--- config.mk ---
export PLATFORM = sky130hd
export DESIGN_NAME = pma_cell
export DESIGN_NICKNAME = d
export VERILOG_FILES = /design/src/pma_pkg.sv /design/src/pma_cell.sv
export SDC_FILE = /design/constraint.sdc
export NUM_CORES = 1
export LEC_CHECK = 0
export CORE_AREA = 2 2 42 44
export CTS_BUF_LIST = sky130_fd_sc_hd__clkbuf_16
export DETAILED_ROUTE_END_ITERATION = 16
export DIE_AREA = 0 0 44 46
export DONT_BUFFER_PORTS = 1
export PLACE_DENSITY = 0.8
export SLEW_MARGIN = 20
export SYNTH_ARGS = -nofsm -noshare
export SYNTH_HDL_FRONTEND = slang
export SYNTH_SLANG_ARGS = --single-unit
--- constraint.sdc ---
create_clock -name i_clk -period 2.2 [get_ports i_clk]
set_clock_uncertainty 0.1 [all_clocks]
set_input_delay 0.22 -clock i_clk [delete_from_list [all_inputs] [get_ports i_clk]]
set_output_delay 0.22 -clock i_clk [all_outputs]
set_load 0.03 [all_outputs]
--- src/pma_pkg.sv ---
// ----------------------------------------------------------------------------
// pma_pkg: shared types and constants for the palette match and allocate block
// Holds the command and result codes, the channel widths and the reset colors.
// ----------------------------------------------------------------------------
package pma_pkg;

    localparam int DEPTH_DEFAULT = 256;
    localparam int CH_W          = 6;
    localparam int DIST_W        = 14;
    localparam int THR_W         = 14;
    localparam logic [THR_W-1:0] THR_RESET = 14'd4;
    localparam logic [DIST_W:0]  FAR_DIST  = 15'd16383;

    typedef enum logic [1:0] {
        CMD_WRITE = 2'd0,
        CMD_MATCH = 2'd1,
        CMD_READ  = 2'd2,
        CMD_RSVD  = 2'd3
    } t_cmd;

    typedef enum logic [2:0] {
        KIND_WRITTEN = 3'd0,
        KIND_CLOSE   = 3'd1,
        KIND_ALLOC   = 3'd2,
        KIND_NEAREST = 3'd3,
        KIND_READ    = 3'd4
    } t_kind;

    typedef enum logic [1:0] {
        ST_IDLE,
        ST_SCAN,
        ST_DONE
    } t_state;

    typedef struct packed {
        logic [CH_W-1:0] r;
        logic [CH_W-1:0] g;
        logic [CH_W-1:0] b;
    } t_color;

    // Reset contents of the first sixteen entries.
    function automatic t_color reset_color(input logic [3:0] i);
        t_color c;
        case (i)
            4'd0:    c = '{6'd63, 6'd63, 6'd63};
            4'd1:    c = '{6'd0,  6'd0,  6'd0};
            4'd2:    c = '{6'd63, 6'd0,  6'd0};
            4'd3:    c = '{6'd0,  6'd63, 6'd0};
            4'd4:    c = '{6'd0,  6'd0,  6'd63};
            4'd5:    c = '{6'd0,  6'd63, 6'd63};
            4'd6:    c = '{6'd63, 6'd63, 6'd0};
            4'd7:    c = '{6'd63, 6'd0,  6'd63};
            4'd8:    c = '{6'd31, 6'd31, 6'd31};
            4'd9:    c = '{6'd15, 6'd15, 6'd15};
            4'd10:   c = '{6'd63, 6'd31, 6'd31};
            4'd11:   c = '{6'd31, 6'd63, 6'd31};
            4'd12:   c = '{6'd31, 6'd31, 6'd63};
            4'd13:   c = '{6'd31, 6'd63, 6'd63};
            4'd14:   c = '{6'd63, 6'd63, 6'd31};
            default: c = '{6'd63, 6'd31, 6'd63};
        endcase
        return c;
    endfunction

endpackage

--- src/pma_cell.sv ---
// ----------------------------------------------------------------------------
// pma_cell: one palette entry in the rotating storage ring
// Holds one color and passes it to the next cell when the ring shifts.
// ----------------------------------------------------------------------------
module pma_cell (
    input  logic            i_clk,
    input  logic            i_rst_n,
    input  pma_pkg::t_color i_reset_val,
    input  logic            i_shift,
    input  pma_pkg::t_color i_prev,
    input  logic            i_load,
    input  pma_pkg::t_color i_load_val,
    output pma_pkg::t_color o_color
);
    import pma_pkg::*;

    t_color r_color;

    always_ff @(posedge i_clk) begin
        if (!i_rst_n) begin
            r_color <= i_reset_val;
        end else if (i_load) begin
            r_color <= i_load_val;
        end else if (i_shift) begin
            r_color <= i_prev;
        end
    end

    assign o_color = r_color;

endmodule

==> run metrics <==
port buffer count 0; Syn-to-layout area delta 5.34%; Fmax 875 MHz; post-synthesis cell area 937 um^2; Inserted Diodes 0; post-synthesis cell type count 9; Gate power share 5.4%; final RePlAce weighted congestion 0.624; H-tree depth 1; Clock Tree Buf Depth 2; Hold Fails Final Rpt 0; syn avg cell area 11.9 um^2; CP Class primary input to flop; Fin Hold WS 0.0930 ns; Hold Path End o_color[13]$_DFFE_PP_; Post-Syn Nets 137; initial antenna violation count 0; number of DRC markers in iteration 0 8; number of global-route vias before repair 480; Slew Viols, Final 0; share of layout cells above drive strength 1 3.90%; worst path arrival time 0.92 ns; Gate Count Post-Synth 79; CTS buffer count 3; clock share of power 38.2%; Hold Crit Class primary input to flop; CTS tree yes; cts hold-fix bufs 0; # IOs 76; pin count of the biggest net entering global routing 38; post-route ant nets 0; fin util 61.2%; CP max-delay cell or3b_1; WP buf/inv 0; Final Setup Violations 0; Worst-Margin Slew 0.738 ns; Rel. slew slack 50.8%; nets 136; Startpoint Class primary input; Initial Utilization 58.1%; Switching Share 24.4%; final wirelength 1560 um; Synth warnings 0; internal power 0.698 mW; Die Y 46 um; maximum fanout along the worst path 19; PD cells 936 mW/mm^2; Switch Pwr 0.226 mW; Die Span X 44 um; CTS root buf clkbuf_16; cell taking the most area after synthesis edfxtp_1; DR vias 585; sequential share of power 56.4%; clock sinks 18; status complete, no violations; unrepaired setup endpoints after global routing false; top cell type's share of synthesized area 57.7%; design area 987 um^2; Wirelength per Cell 16.6 um; DRC 0; Tot GR Track Use 14.8%; post-place instance area 908 um^2; setup tns final 0 ns; Largest register FFs 18; slowest stage delay, CP 0.69 ns; hold_sp i_rst_n; final worst path period share 52.0%; Vias/cell 6.22; most frequent cells in the layout mux2i_1, nor2_1, a21oi_1, edfxtp_1, clkbuf_16; cells along the critical path or3b_1; clock slew at reported path FFs 0.05 ns; Core ar. 0.00161 mm^2; first-pass GRT wire length 2140 um; Yosys reg bits 18; Leak 0.391 nW; Crit path required time 1.97 ns; min Tclk post-route 1.14 ns; delay-heaviest family, CP simple AND/OR/NAND/NOR gates; max_cap viols 0; first drt pass iteration count 4; die area 0.00202 mm^2; PostCTS Resize Cnt 0; ranking of synthesized cells by area edfxtp_1, mux2i_1, a21oi_1; hold depth 1; worst vdd ir 542 uV; row cnt 15; Seq/Total Area, Yosys 57.7%; type of destination of the critical path flop; Post-CTS Setup Repair Bufs 0; Overflow after GRT 0
[worst max path at each step]
| stage | startpoint | to | slack [ns] | cells after the start |
|---|---|---|---|---|
| after floorplan | i_load | o_color[0]$_DFFE_PP_ | 0.78 | 2 |
| after global placement | i_load | o_color[8]$_DFFE_PP_ | 0.81 | 1 |
| after detailed placement | i_load | o_color[8]$_DFFE_PP_ | 0.80 | 1 |
| after CTS | i_load | o_color[6]$_DFFE_PP_ | 1.05 | 1 |
| after global routing | i_load | o_color[15]$_DFFE_PP_ | 1.02 | 1 |
| final | i_load | o_color[6]$_DFFE_PP_ | 1.06 | 1 |
[cell families after synthesis]
logic type             count (synthesis)  share of synthesized area, %
and+or+nand+nor                       19                          8.14
AOI/OAI and AO/OA                     18                          9.61
muxes                                 18                          19.2
DFF                                   18                          57.7
buffers and inverters                  6                          5.34
[stage by stage]
stage	worst slack [ns]	instances	power (mW)
2_1_floorplan	0.781	79	0.589
3_3_place_gp	0.811	90	0.577
3_5_place_dp	0.796	90	0.580
4_1_cts	1.05	94	0.934
5_1_grt	1.02	94	0.959
6_report	1.06	94	0.924
[final cells by class]
type,instances,area (um^2)
clock buffers,3,75.1
multi-input cells,55,347
fillers,136,627
clock inverters,1,3.75
flip-flops and latches,18,541
well taps,17,21.3
[synthesized netlist by cell type (all sizes together)]
cell    count
edfxtp     18
nor2       18
a21oi      18
mux2i      18
or3b        1
buf         6
[routing by layer]
metal,global-route usage [%],up-vias,wire [um]
met4,6.67,0,18
met3,7.94,4,215
met1,14.9,255,529
li1,-,286,-
met5,0,-,0
met2,25.3,40,796
[power groups by stage]
stage               Combinational (mW)  Clock [mW]  Sequential [mW]
finish                          0.0502       0.353            0.521
floorplan                       0.0659           0            0.523
detailed placement              0.0514           0            0.528
global placement                0.0491           0            0.528
CTS                             0.0510       0.361            0.522
global route                    0.0584       0.375            0.526
No activity file was read; power rests on OpenSTA's default activity.
