===== src/pma_pkg.sv =====
// ----------------------------------------------------------------------------
// pma_pkg: shared types and constants for the palette match and allocate block
// Holds the command and result codes, the channel widths and the reset colors.
// ----------------------------------------------------------------------------
package pma_pkg;

    localparam int DEPTH_DEFAULT = 256;
    localparam int CH_W          = 6;
    localparam int DIST_W        = 14;
    localparam int THR_W         = 14;
    localparam logic [THR_W-1:0] THR_RESET = 14'd4;
    localparam logic [DIST_W:0]  FAR_DIST  = 15'd16383;

    typedef enum logic [1:0] {
        CMD_WRITE = 2'd0,
        CMD_MATCH = 2'd1,
        CMD_READ  = 2'd2,
        CMD_RSVD  = 2'd3
    } t_cmd;

    typedef enum logic [2:0] {
        KIND_WRITTEN = 3'd0,
        KIND_CLOSE   = 3'd1,
        KIND_ALLOC   = 3'd2,
        KIND_NEAREST = 3'd3,
        KIND_READ    = 3'd4
    } t_kind;

    typedef enum logic [1:0] {
        ST_IDLE,
        ST_SCAN,
        ST_DONE
    } t_state;

    typedef struct packed {
        logic [CH_W-1:0] r;
        logic [CH_W-1:0] g;
        logic [CH_W-1:0] b;
    } t_color;

    // Reset contents of the first sixteen entries.
    function automatic t_color reset_color(input logic [3:0] i);
        t_color c;
        case (i)
            4'd0:    c = '{6'd63, 6'd63, 6'd63};
            4'd1:    c = '{6'd0,  6'd0,  6'd0};
            4'd2:    c = '{6'd63, 6'd0,  6'd0};
            4'd3:    c = '{6'd0,  6'd63, 6'd0};
            4'd4:    c = '{6'd0,  6'd0,  6'd63};
            4'd5:    c = '{6'd0,  6'd63, 6'd63};
            4'd6:    c = '{6'd63, 6'd63, 6'd0};
            4'd7:    c = '{6'd63, 6'd0,  6'd63};
            4'd8:    c = '{6'd31, 6'd31, 6'd31};
            4'd9:    c = '{6'd15, 6'd15, 6'd15};
            4'd10:   c = '{6'd63, 6'd31, 6'd31};
            4'd11:   c = '{6'd31, 6'd63, 6'd31};
            4'd12:   c = '{6'd31, 6'd31, 6'd63};
            4'd13:   c = '{6'd31, 6'd63, 6'd63};
            4'd14:   c = '{6'd63, 6'd63, 6'd31};
            default: c = '{6'd63, 6'd31, 6'd63};
        endcase
        return c;
    endfunction

endpackage


===== src/pma_dist.sv =====
// ----------------------------------------------------------------------------
// pma_dist: squared RGB distance between two 6-bit colors, registered
// ----------------------------------------------------------------------------
module pma_dist (
    input  logic                      i_clk,
    input  pma_pkg::t_color           i_a,
    input  pma_pkg::t_color           i_b,
    output logic [pma_pkg::DIST_W:0]  o_dist
);
    import pma_pkg::*;

    logic [CH_W-1:0]  dr, dg, db;
    logic [DIST_W:0]  n_dist;
    logic [DIST_W:0]  r_dist;

    always_comb begin
        dr = (i_a.r > i_b.r) ? i_a.r - i_b.r : i_b.r - i_a.r;
        dg = (i_a.g > i_b.g) ? i_a.g - i_b.g : i_b.g - i_a.g;
        db = (i_a.b > i_b.b) ? i_a.b - i_b.b : i_b.b - i_a.b;
        n_dist = {3'd0, 12'(dr) * 12'(dr)} + {3'd0, 12'(dg) * 12'(dg)}
               + {3'd0, 12'(db) * 12'(db)};
    end

    always_ff @(posedge i_clk) begin
        r_dist <= n_dist;
    end

    assign o_dist = r_dist;

endmodule


===== config.mk =====
export PLATFORM = sky130hd
export DESIGN_NAME = pma_dist
export DESIGN_NICKNAME = d
export VERILOG_FILES = /design/src/pma_pkg.sv /design/src/pma_dist.sv
export SDC_FILE = /design/constraint.sdc
export NUM_CORES = 1
export LEC_CHECK = 0
export BUFFER_PORTS_ARGS = -buffer_cell sky130_fd_sc_hd__buf_4
export CORE_UTILIZATION = 55
export CTS_CLUSTER_SIZE = 25
export DETAILED_ROUTE_END_ITERATION = 10
export GPL_TIMING_DRIVEN = 0
export PLACE_DENSITY = 0.75
export SYNTH_ARGS = -nofsm -noshare
export SYNTH_HDL_FRONTEND = slang
export SYNTH_SLANG_ARGS = --single-unit

===== constraint.sdc =====
create_clock -name i_clk -period 20.9 [get_ports i_clk]
set_input_delay 2.09 -clock i_clk [delete_from_list [all_inputs] [get_ports i_clk]]
set_output_delay 2.09 -clock i_clk [all_outputs]
set_load 0.02 [all_outputs]

==> flow_summary.ini, run 1 <==
[run_status]
run_status = complete, no violations

[sta]
final.min_clock_period_ns = 9.38
hold_viol_final = 0
drv_slew = 0
fmax_ghz = 0.107
fin_crit_sh_pct = 44.9
rsz0062_at_grt = no
setup_viol_count_final = 0
setup_ws_ns = 11.52
worst_pin_slew_ns = 0.666
setup_tns_ns = 0
timing.slew.headroom_pct = 55.3

[worst_setup_path]
crit_path_frequent_cell = inv_1
crit_arrival_ns = 9.56
path_class = in2reg
cpMaxStageDelayCell = a2111oi_0
startpoint = i_a[6]
cp_max_fo = 6
worstPathRequired_ns = 21.08
startpoint_type = primary input
critical_path.max_stage_delay_ns = 0.59
cp-end-kind = flip-flop

[place]
place_congestion = 0.917
dp_hpwl_mm = 8.86
port_buffers = 50
place_ws_ns = 11.33

[yosys]
synth-seq-cells = 14
synthTopCellsByCount = inv_1 (146), ha_1 (71), fa_1 (66)
synth.area.top_cells = fa_1 (27%), ha_1 (18%), inv_1 (11%), dfxtp_1 (5.8%), a21oi_1 (3.9%)
syn_nets = 755
synth_cell_types = 59
syn_avg_cell_area_um2 = 8.38
yosysTopAreaCellShare_pct = 27.1
synthArstFlopShare_pct = 0
synth_edf_count = 0
synth_cells = 581
synth_warnings = 0
synth_top_area_cell = fa_1
synth_flop_cell = dfxtp_1
synth_most_common_cell = inv_1
ys_seq_area_share_pct = 5.76
synthesis.area_mm2 = 0.00487

[floorplanning]
start_util_pct = 58.1
row_count = 33
die_w_um = 96.1
die_h_um = 96.1
core_mm2 = 0.00838
die_area_mm2 = 0.00923
io_pins = 52

[global_routing]
grt_util_met1_pct = 29.8
grt-ovfl-total = 0
grt_pass1_wl_mm = 17.4
grt_use_met3_pct = 2.13
grt_pass1_vias = 4074
busiest_layer = met2
use_met2_pct = 45.2
grt_max_degree = 11
track_usage_pct = 24.2
grt_antenna_before_repair = 0

[final_layout]
drive_gt1_share_pct = 12.0
fillCellCount = 711
antennaDiodeCount = 0
finalNetCount = 810
seq_area_um2 = 280
largest_register_ff_count = 14
multiInputGateArea_mm2 = 0.00394
area_delta_synth_final_pct = 11.5

[job]
drv_cap = 0

[detailed_routing]
drt-pass1-iter-count = 5
dr_total_vias = 4076
drc_errors = 0
route.antenna.remaining_nets = 0
wire_per_inst_um = 13.8
drtIter0Drc = 155
routed_via_density = 5.51
routed_wl_mm = 10.2

[clocking]
cts_sinks = 14
cts.path.max_buffers = 2
cts-buffers-inserted = 3
clkSlewWorstSetupHoldPaths_ns = 0.06
cts-root-buf = clkbuf_8
cts_hold_buffers = 0
htree_levels = 1
tritoncts = built
post_cts_resized = 0
cts_setup_buffers = 0

[min_path]
hold_path_depth = 4
min-delay-start = i_b[6]
hp-class = in2reg
holdPathEnd = o_dist[0]
==> per-stage QoR <==
step / cells / area, um^2 / hold slack [ns] / utilization [%]
global placement: 736 / 5380 / 2.50 / 64.1
CTS: 740 / 5430 / 2.44 / 64.8
global route: 740 / 5430 / 2.48 / 64.8
floorplan: 581 / 4870 / 2.43 / -
finish: 740 / 5430 / 2.43 / 64.8
detailed placement: 736 / 5380 / 2.50 / 64.1
==> cell type report <==
type	count	share of cell area, %
inverter	148	10.2
buffer	15	1.66
timing repair buffer	50	6.91
clock buffer	4	1.01
tap	105	2.42
sequential	14	5.16
multi-input combinational	404	72.6
==> worst max-delay path, delay by kind of cell <==
family / cells / cell delay [ns]
buffers and inverters: 10 / 0.71
AO/OA/AOI/OAI: 6 / 1.65
XOR/XNOR: 2 / 0.55
adder cells (fa/ha/maj): 9 / 4.04
multiplexers: 1 / 0.26
AND/OR/NAND/NOR: 2 / 0.23
==> cell usage in the layout (no fill, tap or decap), drive strengths merged, types with 9 or more instances in the layout <==
| cell | count |
|---|---|
| ha | 71 |
| xnor2 | 17 |
| a211oi | 9 |
| buf | 61 |
| a21o | 9 |
| nand2b | 12 |
| o21ai | 12 |
| a21oi | 38 |
| and2 | 10 |
| nor2 | 27 |
| dfxtp | 14 |
| a22oi | 9 |
| nor2b | 9 |
| nand2 | 31 |
| inv | 148 |
| fa | 66 |
==> how the worst max path moves through the flow <==
stage                       endpoint  cells after the start
after detailed placement  o_dist[12]                     30
after CTS                 o_dist[12]                     30
after global routing      o_dist[12]                     30
final                     o_dist[12]                     30
after floorplan           o_dist[12]                     29
after global placement    o_dist[12]                     30
==> per-layer routing <==
| metal | share of wire, % | wire length, um |
|---|---|---|
| met1 | 43 | 4400 |
| met2 | 51 | 5170 |
| met3 | 3.9 | 399 |
| met4 | 2.4 | 243 |
| met5 | 0 | 0 |
==> cells by family (layout without fill, tap and decap cells) <==
| kind of cell | count (synthesis) | count (layout) | share of synthesized area (%) |
|---|---|---|---|
| buffers and inverters | 163 | 217 | 13.3 |
| adders and majority gates | 137 | 137 | 45.4 |
| AOI/OAI and AO/OA | 125 | 125 | 18.6 |
| and+or+nand+nor | 110 | 110 | 11.2 |
| xor gates and xnor gates | 25 | 25 | 4.50 |
| DFF | 14 | 14 | 5.76 |
| muxes | 6 | 6 | 1.23 |
| other | 1 | 1 | 0.0770 |
Power of run 1 is left out: the tool's default activity adds up to more than one toggle a clock period on the data nets, which glitch-free logic cannot reach.
==> inputs of run 2 (changes only) <==
--- a/config.mk
+++ b/config.mk
@@ -10,7 +10,7 @@
 export CTS_CLUSTER_SIZE = 25
 export DETAILED_ROUTE_END_ITERATION = 10
 export GPL_TIMING_DRIVEN = 0
-export PLACE_DENSITY = 0.75
+export PLACE_DENSITY = 0.78
 export SYNTH_ARGS = -nofsm -noshare
 export SYNTH_HDL_FRONTEND = slang
 export SYNTH_SLANG_ARGS = --single-unit
==> constraint.sdc (replaced) <==
create_clock -name i_clk -period 7.5 [get_ports i_clk]
set_input_delay 0.75 -clock i_clk [delete_from_list [all_inputs] [get_ports i_clk]]
set_output_delay 0.75 -clock i_clk [all_outputs]
set_load 0.02 [all_outputs]
==> run 2 against run 1 <==
- sequential share of layout area shrank 0.34 points
- final cell count grew 1.9%
- global-route usage grew 2.5 points
- wire length grew 14%
- core utilization grew 4.6 points
- count of clock-buffer cells in the layout is the same
- via count grew 5.3%
- first-iteration DRC count grew 3.2%
- design area grew 7.1%
==> flow_summary.ini, run 2 (same netlist as run 1, synthesis figures left out) <==
[sta]
setup_ws_ns = 0.227
hold_viol_final = 0
fmax_ghz = 0.138
drv_slew = 0
fin_crit_sh_pct = 97.0
timing.slew.headroom_pct = 52.0
setup_viol_count_final = 0
worst_pin_slew_ns = 0.720
whs_ns = 1.07
final.min_clock_period_ns = 7.27

[global_routing]
grt_max_degree = 11
grt-ovfl-total = 0
grt_antenna_before_repair = 0
grt_pass1_wl_mm = 19.1
track_usage_pct = 26.7
grt_pass1_vias = 4443

[detailed_routing]
wire_per_inst_um = 15.4
dr_total_vias = 4293
routed_via_density = 5.69
drc_errors = 0
drt-pass1-iter-count = 5
route.antenna.remaining_nets = 0
drtIter0Drc = 160
routed_wl_mm = 11.6

[floorplanning]
io_pins = 52
die_area_mm2 = 0.00923
die_h_um = 96.1
start_util_pct = 58.1
row_count = 33
die_w_um = 96.1
core_mm2 = 0.00838

[final_layout]
multiInputGateArea_mm2 = 0.00420
area_delta_synth_final_pct = 19.5
final_cell_mix = inv_1 (144), ha_1 (66), buf_4 (65)
layout_commonest_cell = inv_1
antennaDiodeCount = 0
drive_gt1_share_pct = 21.0
finalNetCount = 824
seq_area_um2 = 280
fillCellCount = 663
largest_register_ff_count = 14

[place]
port_buffers = 50
place_ws_ns = -0.836
dp_hpwl_mm = 9.29
place_congestion = 0.958

[run_status]
run_status = complete, no violations

[clocking]
htree_levels = 1
clkSlewWorstSetupHoldPaths_ns = 0.07
cts-buffers-inserted = 3
cts_sinks = 14
cts-root-buf = clkbuf_8
tritoncts = built
cts.path.max_buffers = 2

[worst_setup_path]
crit_family = adder cells
cp.depth = 30
cp_max_fo = 9
cpMaxStageDelayCell = fa_1
path_class = in2reg
critical_path.max_stage_delay_ns = 0.55
crit_path_frequent_cell = inv_1
path_buf_inv = 10
crit_arrival_ns = 7.45
startpoint_type = primary input
cp-end-kind = flip-flop
worstPathRequired_ns = 7.68

[job]
drv_cap = 0

[min_path]
hp-class = in2reg
hold_path_depth = 4
run 2: cell count changes in the layout (fill, tap and decap cells not counted), sizes merged:
cell	before	now
buf	61	76
clkbuf	8	7
run 2: repair_timing:
item	4_1_cts	5_1_grt
buffers inserted	7	8
setup endpoints to repair	4	5
hold buffers	0	0
pin swaps	8	27
resized for setup	21	43
run 2: routing by layer:
metal / track usage (%) / wire length (um)
met1: 31.4 / 4540
met2: 51.4 / 6180
met3: 2.53 / 630
met4: 7.09 / 281
met5: 0 / 0
run 2: cell type report:
cell class | count | area share, %
Buffer | 14 | 1.76
Clock buffer | 4 | 0.946
Inverter | 148 | 9.59
Multi-Input combinational cell | 404 | 72.1
Sequential cell | 14 | 4.82
Tap cell | 105 | 2.26
Timing Repair Buffer | 65 | 8.52
run 2: tightest hold or removal path: stages:
cell,delay (ns)
buf_4,0.09
ha_2,0.22
fa_1,0.18
inv_1,0.04
run 2: worst paths after layout:
check | startpoint | to | slack (ns)
setup / recovery | i_a[0] | o_dist[12] | 0.23
hold / removal | i_b[6] | o_dist[0] | 1.07
run 2: per-stage QoR:
step           instances  area, um^2  setup TNS [ns]  utilization (%)
6_report             754        5820               0             69.4
3_5_place_dp         736        5380           -3.10             64.1
4_1_cts              747        5580               0             66.6
5_1_grt              754        5820         -0.0826             69.4
2_1_floorplan        581        4870               0                -
3_3_place_gp         736        5380           -2.55             64.1
Power of run 2 is left out for the same reason.
